<file path="config.mk">
export PLATFORM = sky130hd
export DESIGN_NAME = extended_gcd_unit_core
export DESIGN_NICKNAME = d
export VERILOG_FILES = /design/src/rtl/egcd_pkg.sv /design/src/rtl/extended_gcd_unit_core.sv
export VERILOG_INCLUDE_DIRS = /design/src /design/src/rtl
export SDC_FILE = /design/constraint.sdc
export NUM_CORES = 1
export LEC_CHECK = 0
export ABC_AREA = 0
export BUFFER_PORTS_ARGS = -buffer_cell sky130_fd_sc_hd__buf_2
export CAP_MARGIN = 5
export CORE_UTILIZATION = 69
export CTS_BUF_LIST = sky130_fd_sc_hd__clkbuf_8
export CTS_CLUSTER_DIAMETER = 30
export DETAILED_ROUTE_END_ITERATION = 8
export PLACE_DENSITY_LB_ADDON = 0.2
export SYNTH_ARGS = -nofsm -noshare
export SYNTH_HDL_FRONTEND = slang
export SYNTH_SLANG_ARGS = --single-unit
</file>
<file path="constraint.sdc">
create_clock -name aclk -period 21.8 [get_ports aclk]
set_input_delay 3.27 -clock aclk [delete_from_list [all_inputs] [get_ports aclk]]
set_output_delay 3.27 -clock aclk [all_outputs]
set_load 0.01 [all_outputs]
</file>
<file path="src/rtl/extended_gcd_unit_core_macros.svh">
// Assertion macros shared by the extended gcd RTL.
`ifndef EXTENDED_GCD_UNIT_CORE_MACROS_SVH
`define EXTENDED_GCD_UNIT_CORE_MACROS_SVH

`ifndef NO_ASSERTIONS

// Same-cycle implication, disabled while reset is asserted.
`define EGCD_ASSERT_IMPL(label, clk, rstn, ante, cons) \
    label: assert property (@(posedge clk) disable iff (!(rstn)) (ante) |-> (cons)) \
        else $error("extended gcd assertion failed");

// Next-cycle implication, disabled while reset is asserted.
`define EGCD_ASSERT_NEXT(label, clk, rstn, ante, cons) \
    label: assert property (@(posedge clk) disable iff (!(rstn)) (ante) |=> (cons)) \
        else $error("extended gcd assertion failed");

`else

`define EGCD_ASSERT_IMPL(label, clk, rstn, ante, cons)
`define EGCD_ASSERT_NEXT(label, clk, rstn, ante, cons)

`endif

`endif

</file>
<file path="src/rtl/egcd_pkg.sv">
`timescale 1ns / 1ps
`default_nettype none

package egcd_pkg;

    // Rounds a bit count up to a whole number of bytes.
    function automatic int pad_to_bytes(input int bits);
        return ((bits + 7) >> 3) << 3;
    endfunction

endpackage

`default_nettype wire

</file>
<file path="src/rtl/extended_gcd_unit_core.sv">
// Each Euclid division step runs CHECK, DIV and UPDATE; one operand pair is worked at a time,
// and a new pair is taken only once the last result is in the output register.
// Each step runs a restoring divider one quotient bit per cycle, with the coefficient
// products built bit-serially in the same cycles.
// Reset (aresetn low, synchronous) returns the sequencer to idle and drops m_tvalid.
`timescale 1ns / 1ps
`default_nettype none

`include "extended_gcd_unit_core_macros.svh"

module extended_gcd_unit_core
    import egcd_pkg::*;
#(
    parameter int DATA_WIDTH = 32
) (
    input  wire logic                                          aclk,
    input  wire logic                                          aresetn,
    input  wire logic                                          s_tvalid,
    output logic                                               s_tready,
    // operand_a, operand_b (lowest bits first)
    input  wire logic [pad_to_bytes(2*DATA_WIDTH)-1:0]         s_tdata,
    output logic                                               m_tvalid,
    input  wire logic                                          m_tready,
    // divisor, coef_a, coef_b (lowest bits first)
    output logic [pad_to_bytes(3*DATA_WIDTH-1)-1:0]            m_tdata
);

    localparam int DW    = DATA_WIDTH;
    localparam int OUT_W = pad_to_bytes(3*DATA_WIDTH-1);
    localparam int CNT_W = $clog2(DATA_WIDTH);

    typedef enum logic [1:0] {
        ST_IDLE,
        ST_CHECK,
        ST_DIV,
        ST_UPDATE
    } state_t;

    // The finish step is folded into CHECK; this extra state holds a result
    // while the output register is still occupied.
    typedef enum logic {
        FIN_NO,
        FIN_WAIT
    } fin_t;

    state_t              state_reg;
    fin_t                fin_reg;
    logic                m_tvalid_reg;
    logic [DW-2:0]       divisor_reg;
    logic [DW-1:0]       coef_a_reg;
    logic [DW-1:0]       coef_b_reg;

    logic [DW-1:0]       r0_reg, r1_reg;
    logic [DW-1:0]       p0_reg, q0_reg, p1_reg, q1_reg;
    logic [DW-1:0]       rem_reg, dvd_reg;
    logic [DW-1:0]       accp_reg, accq_reg;
    logic [CNT_W-1:0]    cnt_reg;
    logic                neg_a_reg, neg_b_reg;

    logic [DW-1:0]       op_a, op_b, mag_a, mag_b;
    logic [DW+1:0]       trial;
    logic                qbit;
    logic [DW-1:0]       rem_next, accp_next, accq_next;
    logic                out_free;

    // Input unpacking and operand magnitudes.
    assign op_a  = s_tdata[DW-1:0];
    assign op_b  = s_tdata[2*DW-1:DW];
    assign mag_a = op_a[DW-1] ? (~op_a + 1'b1) : op_a;
    assign mag_b = op_b[DW-1] ? (~op_b + 1'b1) : op_b;

    // One restoring division bit and the matching Horner step of quo*p1, quo*q1.
    assign trial     = {1'b0, rem_reg, dvd_reg[DW-1]} - {2'b00, r1_reg};
    assign qbit      = ~trial[DW+1];
    assign rem_next  = qbit ? trial[DW-1:0] : {rem_reg[DW-2:0], dvd_reg[DW-1]};
    assign accp_next = {accp_reg[DW-2:0], 1'b0} + (qbit ? p1_reg : '0);
    assign accq_next = {accq_reg[DW-2:0], 1'b0} + (qbit ? q1_reg : '0);

    assign out_free = !m_tvalid_reg || m_tready;

    assign s_tready = (state_reg == ST_IDLE) && (fin_reg == FIN_NO);
    assign m_tvalid = m_tvalid_reg;
    assign m_tdata  = OUT_W'({coef_b_reg, coef_a_reg, divisor_reg});

    // Sequencer, datapath registers and output register.
    always_ff @(posedge aclk) begin
        if (!aresetn) begin
            state_reg    <= ST_IDLE;
            fin_reg      <= FIN_NO;
            m_tvalid_reg <= 1'b0;
        end else begin
            // A pending result reloads the output register itself below.
            if (m_tvalid_reg && m_tready && (fin_reg == FIN_NO)) begin
                m_tvalid_reg <= 1'b0;
            end

            unique case (state_reg)
                ST_IDLE: begin
                    if (fin_reg == FIN_WAIT) begin
                        // Result ready, waiting for the output register.
                        if (out_free) begin
                            divisor_reg  <= r0_reg[DW-2:0];
                            coef_a_reg   <= neg_a_reg ? (~p0_reg + 1'b1) : p0_reg;
                            coef_b_reg   <= neg_b_reg ? (~q0_reg + 1'b1) : q0_reg;
                            m_tvalid_reg <= 1'b1;
                            fin_reg      <= FIN_NO;
                        end
                    end else if (s_tvalid) begin
                        r0_reg    <= mag_a;
                        r1_reg    <= mag_b;
                        neg_a_reg <= op_a[DW-1];
                        neg_b_reg <= op_b[DW-1];
                        p0_reg    <= DW'(1);
                        q0_reg    <= '0;
                        p1_reg    <= '0;
                        q1_reg    <= DW'(1);
                        state_reg <= ST_CHECK;
                    end
                end

                ST_CHECK: begin
                    if (r1_reg == '0) begin
                        fin_reg   <= FIN_WAIT;
                        state_reg <= ST_IDLE;
                    end else begin
                        rem_reg   <= '0;
                        dvd_reg   <= r0_reg;
                        accp_reg  <= '0;
                        accq_reg  <= '0;
                        cnt_reg   <= CNT_W'(DW - 1);
                        state_reg <= ST_DIV;
                    end
                end

                ST_DIV: begin
                    rem_reg  <= rem_next;
                    dvd_reg  <= {dvd_reg[DW-2:0], 1'b0};
                    accp_reg <= accp_next;
                    accq_reg <= accq_next;
                    cnt_reg  <= cnt_reg - 1'b1;
                    if (cnt_reg == '0) begin
                        state_reg <= ST_UPDATE;
                    end
                end

                ST_UPDATE: begin
                    // Shift the coefficient matrix and the remainder pair.
                    p0_reg    <= p1_reg;
                    q0_reg    <= q1_reg;
                    p1_reg    <= p0_reg - accp_reg;
                    q1_reg    <= q0_reg - accq_reg;
                    r0_reg    <= r1_reg;
                    r1_reg    <= rem_reg;
                    state_reg <= ST_CHECK;
                end

                default: begin
                    state_reg <= ST_IDLE;
                end
            endcase
        end
    end

    // The partial remainder always stays below the divisor.
    `EGCD_ASSERT_IMPL(a_rem_below_divisor, aclk, aresetn,
        state_reg == ST_DIV, rem_reg < r1_reg)

    // Every Euclid step strictly shrinks the second remainder.
    `EGCD_ASSERT_NEXT(a_step_shrinks, aclk, aresetn,
        state_reg == ST_UPDATE, r1_reg < $past(r1_reg))

    // A finished result is held while the output register is occupied.
    `EGCD_ASSERT_NEXT(a_result_held, aclk, aresetn,
        fin_reg == FIN_WAIT && m_tvalid_reg && !m_tready,
        fin_reg == FIN_WAIT && m_tvalid_reg)

endmodule

`default_nettype wire

</file>
== Word level (Yosys, flattened, before mapping) ==
Index checks and enable logic that the tools add are counted.

* Register bits after elaboration: 426
* Input port bits: 68
* Output and inout bits: 98
* Word-level logic and storage cells: 101

* Add/subtract/negate cells: 10
* Equality and inequality tests: 8
* Muxes and demuxes: 42
* Bitwise operators: 5
* Reduce and logical (&&, ||, !) cells: 17

{| class="wikitable"
|+ Operator list
! kind !! count
|-
| 32-bit one-hot mux with 2 select lines || 10
|-
| 32-bit 2-to-1 mux || 17
|-
| 32-bit by 1-bit adder with 32-bit output (second input constant) || 4
|-
| 32-bit inverter || 4
|-
| 32-bit adder || 2
|-
| 32-bit subtractor || 2
|-
| 33-bit by 32-bit subtractor with 34-bit output || 1
|-
| 32-bit zero test || 1
|-
| 4-bit AND reduction || 3
|-
| 2-bit != test (second input constant) || 5
|-
| 5-bit one-hot mux with 2 select lines || 1
|-
| 2-bit 2-to-1 mux || 4
|-
| 2-bit one-hot mux with 4 select lines || 1
|-
| 1-bit 2-to-1 mux || 7
|-
| 3-bit AND reduction || 2
|-
| 2-bit nonzero test || 3
|-
| 5-bit zero test || 1
|-
| 5-bit 2-to-1 mux || 1
|-
| 5-bit by 1-bit subtractor with 5-bit output (second input constant) || 1
|-
| 2-bit == test (second input constant) || 2
|-
| 1-bit logical AND || 3
|-
| 2-bit by 1-bit == test with 1-bit output (second input constant) || 1
|-
| 2-bit zero test || 1
|-
| 1-bit one-hot mux with 2 select lines || 1
|-
| other kinds (4) || 4
|}

== Depth between registers and ports, before layout ==
* Depth in word-level cells: 6
* Gate-level depth with buffers: 23
* Gate-level depth less buffers: 20

== Least setup slack after synthesis ==
OpenSTA, ideal clock, no wires.

* Path kind: input-to-reg
* Start: in aresetn
* End: reg accp_reg[0], enable pin
* Library setup time: 0.670 ns
* Arrival: 9.773 ns
* Required time: 21.130 ns
* Slack: 11.358 ns
* Cell stages on the path: 2
* Path buffers: 0
* Cells stage by stage: o21ai_0 -> a21oi_1

* Longest elaborated chain between the ends: 1

{| class="wikitable"
|+ Ends and longest elaborated chain
! what !! RTL line !! text
|-
| start: declaration || extended_gcd_unit_core.sv:17 || <nowiki>input wire logic aresetn,</nowiki>
|-
| 3-bit AND reduction (no source line) || -- ||
|-
| end signal: assignment || extended_gcd_unit_core.sv:138 || <nowiki>accp_reg <= accp_next;</nowiki>
|-
| end: declaration || extended_gcd_unit_core.sv:56 || <nowiki>logic [DW-1:0] accp_reg, accq_reg;</nowiki>
|}

Every way passes these cells.
A chain may end at the register's enable or synchronous reset.

== Worst setup path in the final report ==
* Start: reg r1_reg[1]
* End: reg accq_reg[30], data pin

* Longest elaborated chain between the ends: 4

{| class="wikitable"
|+ Ends and longest elaborated chain
! what !! RTL line !! text
|-
| start: declaration || extended_gcd_unit_core.sv:53 || <nowiki>logic [DW-1:0] r0_reg, r1_reg;</nowiki>
|-
| start signal: assignment || extended_gcd_unit_core.sv:110 || <nowiki>r1_reg <= mag_b;</nowiki>
|-
| start signal: assignment || extended_gcd_unit_core.sv:153 || <nowiki>r1_reg <= rem_reg;</nowiki>
|-
| 33-bit by 32-bit subtractor with 34-bit output || extended_gcd_unit_core.sv:73 || <nowiki>assign trial = {1'b0, rem_reg, dvd_reg[DW-1]} - {2'b00, r1_reg};</nowiki>
|-
| 32-bit 2-to-1 mux || extended_gcd_unit_core.sv:77 || <nowiki>assign accq_next = {accq_reg[DW-2:0], 1'b0} + (qbit ? q1_reg : '0);</nowiki>
|-
| 32-bit adder || extended_gcd_unit_core.sv:77 ||
|-
| 32-bit one-hot mux with 2 select lines || extended_gcd_unit_core.sv:97 || <nowiki>unique case (state_reg)</nowiki>
|-
| end signal: assignment || extended_gcd_unit_core.sv:139 || <nowiki>accq_reg <= accq_next;</nowiki>
|-
| end: declaration || extended_gcd_unit_core.sv:56 ||
|}

Every way passes these cells.

==> impl_summary.txt <==
----------------------------------------------------
[Outcome]
  Outcome ... finished, final reports clean

[STA]
  RSZ-0062 raised after global routing ... no
  Number of pins exceeding their max-slew limit in the final report ... 0
  Summed negative setup slack over all endpoints ... 0 ns
  Pin slew with the least headroom to its limit ... 1.10 ns
  Total setup violations reported at the end of the flow ... 0
  Count of final hold-check violations ... 0
  Highest achievable clock rate ... 150 MHz
  Final period demand of the worst path ... 6.66 ns
  Part of the cycle the worst path needs ... 30.5%
  Max Clock Skew ... 0.0388 ns
  Worst slew margin relative to its limit ... 26.9%

[Placement]
  Placed cell areas ... 27500 um^2
  IO Port Bufs ... 164
  Weighted congestion at the end of routability-driven global placement ... 0.953
  Detailed placement HPWL ... 43.4 mm

[Synthesis]
  Dominant cell by count in the synthesized netlist ... sky130_fd_sc_hd__edfxtp_1
  Largest area contributor in the netlist ... sky130_fd_sc_hd__edfxtp_1
  Most area-consuming cells after synthesis ... sky130_fd_sc_hd__edfxtp_1, sky130_fd_sc_hd__ha_1, sky130_fd_sc_hd__xnor2_1, sky130_fd_sc_hd__xor2_1, sky130_fd_sc_hd__and2_1
  Area of the mapped netlist ... 26200 um^2
  Syn avg cell area ... 10.4 um^2
  Synth cell count leaders ... sky130_fd_sc_hd__edfxtp_1, sky130_fd_sc_hd__nand2_1, sky130_fd_sc_hd__nor2_1
  Nets in the synthesized netlist ... 2754
  Area share of the leading cell type in the synthesized netlist ... 48.3%
  Post-Synthesis Cells ... 2517
  #FFs+latches synth ... 426
  Sequential-to-total area share from yosys stat ... 48.6%
  Warnings from Yosys ... 0
  Count of flip-flops with a built-in enable after synthesis ... 422
  Share of synthesized registers carrying an async set or reset ... 0%
  Dominant synthesized flop cell ... sky130_fd_sc_hd__edfxtp_1
  Number of library cell types mapped by synthesis ... 74

[Die]
  Total Die Area ... 38800 um^2
  Core Rows ... 71
  Io pins ... 166
  Effective utilization at floorplan ... 69.8%
  Die boundary width ... 197 um
  Height of the chip ... 197 um
  Core area ... 37600 um^2

[Clock tree]
  Insertion delay to the later sink of the worst-skew pair ... 0.66 ns
  Post-CTS setup-driven buffer insertion count ... 0
  Maximum number of buffers from clock root to sink ... 3
  Number of buffers inserted for hold repair after clock tree synthesis ... 0
  Clock buffer count from CTS ... 93
  Clock edge transition at the registers on the reported setup and hold paths ... 0.06 ns
  Sinks on Clock Net ... 426
  Buffer type at the clock tree root ... sky130_fd_sc_hd__clkbuf_8
  Number of gates resized after cts ... 0
  CTS H-tree lvls ... 3
  CTS tree ... built

[Finish]
  Layout cells sized above 1 ... 13.7%
  Area grow syn2layout ... 13.1%
  Final instance area ... 29700 um^2
  Nets@finish ... 2944
  Utilization after layout ... 78.9%

[Setup path]
  Critical path buffers and inverters ... 2
  Family with the most delay on the worst path ... compound AO/OA/AOI/OAI gates
  Crit path max-delay cell type ... sky130_fd_sc_hd__o31a_2
  Worst path required time ... 22.19 ns
  Sequence of cells on the critical path ... inv_1 -> ha_1 -> nor2b_1 -> o31ai_1 -> a211o_1 -> a21bo_2 -> o2111ai_1 -> o31a_2 -> buf_4 -> and2_1 -> ha_1 -> a21o_1 -> a21oi_1 -> nor4_1 -> nor3_1 -> a21oi_1 -> o41ai_1 -> o21ai_1 -> a221oi_1 -> mux2i_1
  CP endpoint kind ... flip-flop
  Path length in cells of the critical path ... 20
  Crit path largest cell delay ... 0.66 ns
  Data arrival time of the critical path ... 7.05 ns
  Critical-path maximum fanout ... 64
  R2R depth ... 20
  Sort of element at the start of the critical path ... flip-flop
  Startpoint-to-endpoint class of the critical path ... reg2reg

[Power and ir drop]
  Power density of the placed cells ... 82.9 nW/um^2
  Static leakage ... 11.7 nW
  IR drop worst, VDD ... 0.0000675 V

[Global routing]
  Antenna violations before repair ... 10
  First-pass GRT wire length ... 102 mm
  Via count of the first global-routing pass ... 20431
  Global route total overflow ... 0
  Total GRT Usage ... 33.1%
  Maximum number of pins on one net before global-route repair ... 81

[Run]
  Max cap viols ... 0

[Min path]
  Hold Path Depth ... 0
  Min-Delay Path Class ... reg2reg

[Route]
  Via density per instance ... 6.24
  Antenna Nets Post-Route ... 0
  Vias post-DR ... 20607
  # DRC ... 0
  Wire length per cell ... 19.1 um
  Overall routed net length ... 63.2 mm
  First drt pass iteration count ... 6
  Number of design-rule violations left by the first detailed-router iteration ... 1728

----------------------------------------------------
-- stage by stage --
step	cells	power, W	hold slack (ns)	worst slack [ns]
2_1_floorplan	2517	0.00136	0.418	11.36
3_3_place_gp	3123	0.00145	0.427	15.40
3_5_place_dp	3123	0.00147	0.427	15.25
4_1_cts	3292	0.00246	0.440	15.21
5_1_grt	3302	0.00256	0.445	14.71
6_report	3302	0.00246	0.442	15.14
-- path summary, 6_finish.rpt --
path	slack, ns	endpoint	from
setup / recovery	15.14	accq_reg[30]	r1_reg[1]
setup reg to reg	15.14	accq_reg[30]	r1_reg[1]
hold reg to reg	0.44	divisor_reg[0]	r0_reg[0]
hold / removal	0.44	divisor_reg[0]	r0_reg[0]
-- cells by family after synthesis --
kind of cell / share of synthesized area, %
flops: 48.6
buf+inv: 3.09
other cells: 0.0143
compound gates: 14.7
mux: 1.60
xor+xnor: 8.12
fa+ha+maj: 8.20
simple gates: 15.6
-- where the power goes --
group | switching [W] | internal (W) | total (W) | leakage (nW)
Clock | 0.000379 | 0.000613 | 0.000992 | 1.09
Sequential | 0.0000343 | 0.000962 | 0.000996 | 3.96
Combinational | 0.000285 | 0.000187 | 0.000472 | 6.69
-- metal layers --
layer	routed length (um)	GRT usage, %
met5	0	0
met4	2630	17.4
met3	4070	4.26
met2	31400	56.4
met1	25100	41.4
-- area by class of cell --
class                      instances  area [um^2]
clock inverter                    74          808
fill                            2366         7920
sequential                       426        12800
tap                              511          639
inverter                         133          499
multi-input combinational       1876        12700
clock buffer                      95         1310
timing repair buffer             177          918
antenna                           10         25.0
-- layout by cell type, fill, tap and decap left out, types with 115 or more instances in the layout --
master	count
sky130_fd_sc_hd__edfxtp_1	422
sky130_fd_sc_hd__nand2_1	238
sky130_fd_sc_hd__nor2_1	195
sky130_fd_sc_hd__buf_2	164
sky130_fd_sc_hd__o21ai_0	162
sky130_fd_sc_hd__ha_1	162
sky130_fd_sc_hd__a21oi_1	143
sky130_fd_sc_hd__and2_1	143
sky130_fd_sc_hd__inv_1	142
sky130_fd_sc_hd__xnor2_1	123
sky130_fd_sc_hd__xor2_1	115
Note: power is estimated with default switching activity, not from simulation.
